### config.mk
export PLATFORM = sky130hd
export DESIGN_NAME = p2ld_sqrt
export DESIGN_NICKNAME = d
export VERILOG_FILES = /design/src/design/assert_macros.svh /design/src/design/p2ld_pkg.sv /design/src/design/p2ld_sqrt.sv
export SDC_FILE = /design/constraint.sdc
export NUM_CORES = 2
export LEC_CHECK = 0
export ABC_CLOCK_PERIOD_IN_PS = 4700
export BUFFER_PORTS_ARGS = -buffer_cell sky130_fd_sc_hd__buf_2
export CAP_MARGIN = 25
export CORE_MARGIN = 2
export CORE_UTILIZATION = 60
export CTS_CLUSTER_SIZE = 20
export DETAILED_ROUTE_END_ITERATION = 16
export GPL_TIMING_DRIVEN = 0
export MAX_ROUTING_LAYER = met4
export PLACE_DENSITY = 0.83
export SLEW_MARGIN = 20
export SYNTH_ARGS = -nofsm -noshare
export SYNTH_HDL_FRONTEND = slang
export SYNTH_SLANG_ARGS = --single-unit
### constraint.sdc
create_clock -name i_clk -period 4.7 [get_ports i_clk]
set_clock_uncertainty 0.05 [all_clocks]
set_input_delay 0.94 -clock i_clk [delete_from_list [all_inputs] [get_ports i_clk]]
set_output_delay 0.94 -clock i_clk [all_outputs]
set_load 0.005 [all_outputs]
### src/design/assert_macros.svh
// ---------------------------------------------------------------------------
// assert_macros
// Assertion helpers used by the block's top module.
// ---------------------------------------------------------------------------
`ifndef ASSERT_MACROS_SVH
`define ASSERT_MACROS_SVH

// Checks a property on every rising edge while out of reset.
`define P2LD_ASSERT(lbl, clk, rst_n, prop) \
    lbl: assert property (@(posedge clk) disable iff (!rst_n) prop) \
        else $error("p2ld assertion failed");

// Checks that a condition never holds while out of reset.
`define P2LD_NEVER(lbl, clk, rst_n, cond) \
    lbl: assert property (@(posedge clk) disable iff (!rst_n) !(cond)) \
        else $error("p2ld forbidden condition seen");

`endif

### src/design/p2ld_pkg.sv
// ---------------------------------------------------------------------------
// p2ld_pkg
// Shared types of the point-to-line distance block.
// ---------------------------------------------------------------------------
package p2ld_pkg;

    // Per-item flags that travel down the pipeline with the data.
    typedef struct packed {
        logic degen;
        logic ovf;
    } t_ctl;

endpackage

### src/design/p2ld_sqrt.sv
// ---------------------------------------------------------------------------
// p2ld_sqrt
// Integer square root, one root bit per pipeline stage.
// ---------------------------------------------------------------------------
module p2ld_sqrt #(
    parameter int W = 32
) (
    input  logic                i_clk,
    input  logic                i_rst_n,
    input  logic                i_en,
    input  logic                i_valid,
    input  p2ld_pkg::t_ctl      i_ctl,
    input  logic [2*W-1:0]      i_rad,
    output logic                o_valid,
    output p2ld_pkg::t_ctl      o_ctl,
    output logic [W-1:0]        o_root
);
    localparam int QB = 2 * W;
    localparam int RW = W + 2;
    localparam int TW = W + 4;

    logic [QB-1:0]  a_rad  [W+1];
    logic [RW-1:0]  a_rem  [W+1];
    logic [W-1:0]   a_root [W+1];
    p2ld_pkg::t_ctl a_ctl  [W+1];
    logic [W:0]     a_v;

    assign a_rad[0]  = i_rad;
    assign a_rem[0]  = '0;
    assign a_root[0] = '0;
    assign a_ctl[0]  = i_ctl;
    assign a_v[0]    = i_valid;

    for (genvar j = 0; j < W; j++) begin : g_stage
        logic [TW-1:0]  w_tmp;
        logic [TW-1:0]  w_trial;
        logic           w_ge;
        logic [QB-1:0]  r_rad;
        logic [RW-1:0]  r_rem;
        logic [W-1:0]   r_root;
        p2ld_pkg::t_ctl r_ctl;
        logic           r_v;

        // Bring down the next two radicand bits and test 4*root + 1.
        assign w_tmp   = {a_rem[j], a_rad[j][QB-1:QB-2]};
        assign w_trial = TW'({a_root[j], 2'b01});
        assign w_ge    = w_tmp >= w_trial;

        always_ff @(posedge i_clk) begin
            if (i_en) begin
                r_rad  <= a_rad[j] << 2;
                r_rem  <= w_ge ? RW'(w_tmp - w_trial) : RW'(w_tmp);
                r_root <= {a_root[j][W-2:0], w_ge};
                r_ctl  <= a_ctl[j];
            end
        end

        always_ff @(posedge i_clk) begin
            if (!i_rst_n) begin
                r_v <= 1'b0;
            end else if (i_en) begin
                r_v <= a_v[j];
            end
        end

        assign a_rad[j+1]  = r_rad;
        assign a_rem[j+1]  = r_rem;
        assign a_root[j+1] = r_root;
        assign a_ctl[j+1]  = r_ctl;
        assign a_v[j+1]    = r_v;
    end

    assign o_valid = a_v[W];
    assign o_ctl   = a_ctl[W];
    assign o_root  = a_root[W];
endmodule

==> results.ini <==
[final_layout]
nFillCells=13964
final_common_cell=edfxtp_1
nets=10398
syn_to_final_growth_pct=11.0
ff_latch_area_sq_um=78300
layout.cells.most_common_list=edfxtp_1, inv_1, a21oi_1
final-instance-count-excl-fill=12622
layout-drive-gt1-share=0.0689
multi_input_area_sq_um=39400
final_area_sq_um=135000
antenna_cells=0

[status]
status=finished clean

[synthesis]
ys.flop_type=edfxtp_1
ys_seq_area_frac=0.646
syn_area_per_cell_sq_um=13.0
ys_types=94
synthesis.nets=9988
ys_warn_count=0
syn_area_sq_um=121000
synth_edf_count=2587
ys_async_sr_fraction=0
synth-seq-cells=2619
syn_inst=9356

[critical_path]
cp_max_fo=10
reg2regPathDepth=12
critPathCaptureType=flip-flop
cp_cell_sequence=inv_1, ha_1, nor2b_1, o2111ai_1, nand3_1, a311oi_4, o21ai_1, a21oi_1, clkbuf_1, clkbuf_1, nand2_1, o21ai_0
critPathMostFrequentCell=clkbuf_1
arrival_ns=5.10
crit_buf_inv=3
required_ns=5.32
r2r_end=g_stage[21].r_rem[11]$_DFFE_PP_
reg2reg_from=g_stage[20].r_rad[63]$_DFFE_PP_
crit_type=flip-flop to flip-flop
crit_family=compound AO/OA/AOI/OAI gates
slowest_delay_ns=0.67
critPathSlowestCell=edfxtp_1
r2r_setup_slack_ns=0.22
cp-start-kind=flip-flop

[timing]
finalCritPeriodShare=0.953
grt_setup_unrepaired=no
hold_viol_final=0
drv_slew=0
slew_headroom=0.311
max_clock_freq_mhz=223
worst_pin_slew_ns=1.02
setup_ws_ns=0.222
final.setup.tns_ns=0
setup_viol=0
finalCriticalPeriod_ns=4.48

[pwr]
total_leakage_power_uw=0.0515
ir_worst_vdd_mv=0.396
power_density_nw_per_um2=492

[placed_design]
place.gp.congestion=0.925
port_buffers=104
place_area_sq_um=126000
hpwlAfterDp_um=181000
place_ws_ns=-0.373
dp.cells=12134

[detailed_routing]
postRouteWirelength_um=261000
vias=74568
drcViolationCount=0
first_pass_iters=8
drtIter0Drc=7274
avgRoutedWirePerCell_um=20.6
vias_per_cell=5.91
ant_nets=0

[clock_network]
clk_path_buf_depth=4
root_buffer=clkbuf_16
hold_buffers=0
clk-insertion-delay-late_ns=0.94
cts_buffers=285
path_clk_slew_ns=0.06
cts_tree=done
h-tree-depth=5
numClockSinks=2619

[floorplan]
die_area_sq_um=206000
core_sq_um=200000
die_height_um=453
pin_count=105
die_w_um=453
rows=164
start_util=0.605

[global_routing]
grt_pass1_vias=73755
antenna_found_initial=1
grt_pass1_wl_um=409000
overflow=0
grtUsageTotal=0.260
grt_max_degree=161

[job]
maxCapViolCount=0

[min_path]
min_to=g_stage[0].r_rad[56]$_DFFE_PP_
hp-class=primary input to flip-flop
hold_depth=1
hp-start=i_rad[54]

## cells in the mapped netlist, types with 22 or more instances
cell type	instances	area, sq um
a211oi_1	55	413
and3_1	51	319
a21o_1	236	1770
xnor2_1	447	3920
clkbuf_1	148	556
nand4_1	93	582
nand3b_1	23	173
o211ai_1	42	315
nor3_1	212	1060
o21bai_1	63	473
dfxtp_1	32	641
edfxtp_1	2587	77700
or4_1	45	338
ha_1	562	7030
nand2b_1	107	669
inv_1	721	2710
nor2b_1	126	788
o21ai_0	442	2210
nor2_1	569	2140
mux2i_1	37	370
nand2_1	612	2300
a31oi_1	30	188
o31ai_1	46	345
o21a_1	117	878
and4_1	26	228
or2_2	39	244
mux2_2	67	754
xor2_1	396	3470
a21boi_0	22	165
nand3_1	167	836
nor4_1	117	732
a21oi_1	631	3160
or3_1	119	744
o21ai_1	23	115
and2_1	29	181
## power by group
| group | leakage (uW) | internal (uW) | switching (uW) | total, uW |
|---|---|---|---|---|
| combinational | 0.0220 | 5350 | 7780 | 13100 |
| clock | 0.00439 | 12900 | 8850 | 21800 |
| sequential | 0.0251 | 29400 | 1910 | 31300 |
## metal layers
metal | routed length, um | share of wire | track usage
met4 | 6860 | 0.026 | 0.0740
met5 | 0 | 0 | -
met2 | 130000 | 0.50 | 0.434
met1 | 109000 | 0.42 | 0.338
met3 | 14400 | 0.055 | 0.0331
## worst max path at each step
stage	end	startpoint	cells past startpoint	slack, ns
final	g_stage[21].r_rem[11]$_DFFE_PP_	g_stage[20].r_rad[63]$_DFFE_PP_	12	0.22
after floorplan	g_stage[30].r_rem[18]$_DFFE_PP_	g_stage[29].r_rem[14]$_DFFE_PP_	10	1.37
after detailed placement	g_stage[13].r_rad[41]$_DFFE_PP_	i_en	6	-0.37
after CTS	g_stage[29].r_rem[28]$_DFFE_PP_	g_stage[28].r_root[3]$_DFFE_PP_	12	0.05
after global placement	g_stage[13].r_rad[41]$_DFFE_PP_	i_en	1	-36.27
after global routing	g_stage[27].r_rem[4]$_DFFE_PP_	g_stage[26].r_root[6]$_DFFE_PP_	13	0.01
## worst register-to-register path, stage by stage, from the launching register on
cell and delay [ns]:
edfxtp_1 0.67, inv_1 0.21, ha_1 0.23, nor2b_1 0.08, o2111ai_1 0.27, nand3_1 0.22, a311oi_4 0.54, o21ai_1 0.21
a21oi_1 0.53, clkbuf_1 0.49, clkbuf_1 0.48, nand2_1 0.12, o21ai_0 0.17
## repair_timing
action | CTS | global route
gates resized for setup | 1 | 13
endpoints found under the setup margin | 11 | 39
pin swaps | 0 | 0
setup buffers | 0 | 0
## stage by stage
stage	power, uW	hold slack (ns)	utilization
after floorplan	40300	0.350	-
after global placement	46000	0.350	0.624
after detailed placement	44600	0.355	0.627
after CTS	66600	0.0547	0.672
after global routing	69200	0.0866	0.672
final	66200	0.134	0.672
## sequential cells by signal (all words and copies together) (netlist names)
| signal | flops |
|---|---|
| g_stage.r_v | 31 |
| a_ctl | 62 |
| o_valid | 1 |
| o_ctl | 2 |
| g_stage.r_rem | 1003 |
| o_root | 32 |
| g_stage.r_rad | 992 |
| g_stage.r_root | 496 |
## cell families after synthesis
family / after synthesis / synth area share
simple gates: 2418 / 0.0996
buf+inv: 903 / 0.0282
flops: 2619 / 0.646
fa+ha+maj: 562 / 0.0580
compound gates: 1906 / 0.0975
other cells: 1 / 0.0000309
xor+xnor: 843 / 0.0609
mux: 104 / 0.00928
## area by class of cell
type / count / share of cell area
buffer: 179 / 0.00528
clock buffer: 338 / 0.0560
clock inverter: 149 / 0.0109
inverter: 724 / 0.0202
multi-input combinational: 5834 / 0.293
sequential: 2619 / 0.582
tap: 2656 / 0.0247
timing repair buffer: 123 / 0.00770
Note: power is estimated with default switching activity, not from simulation.
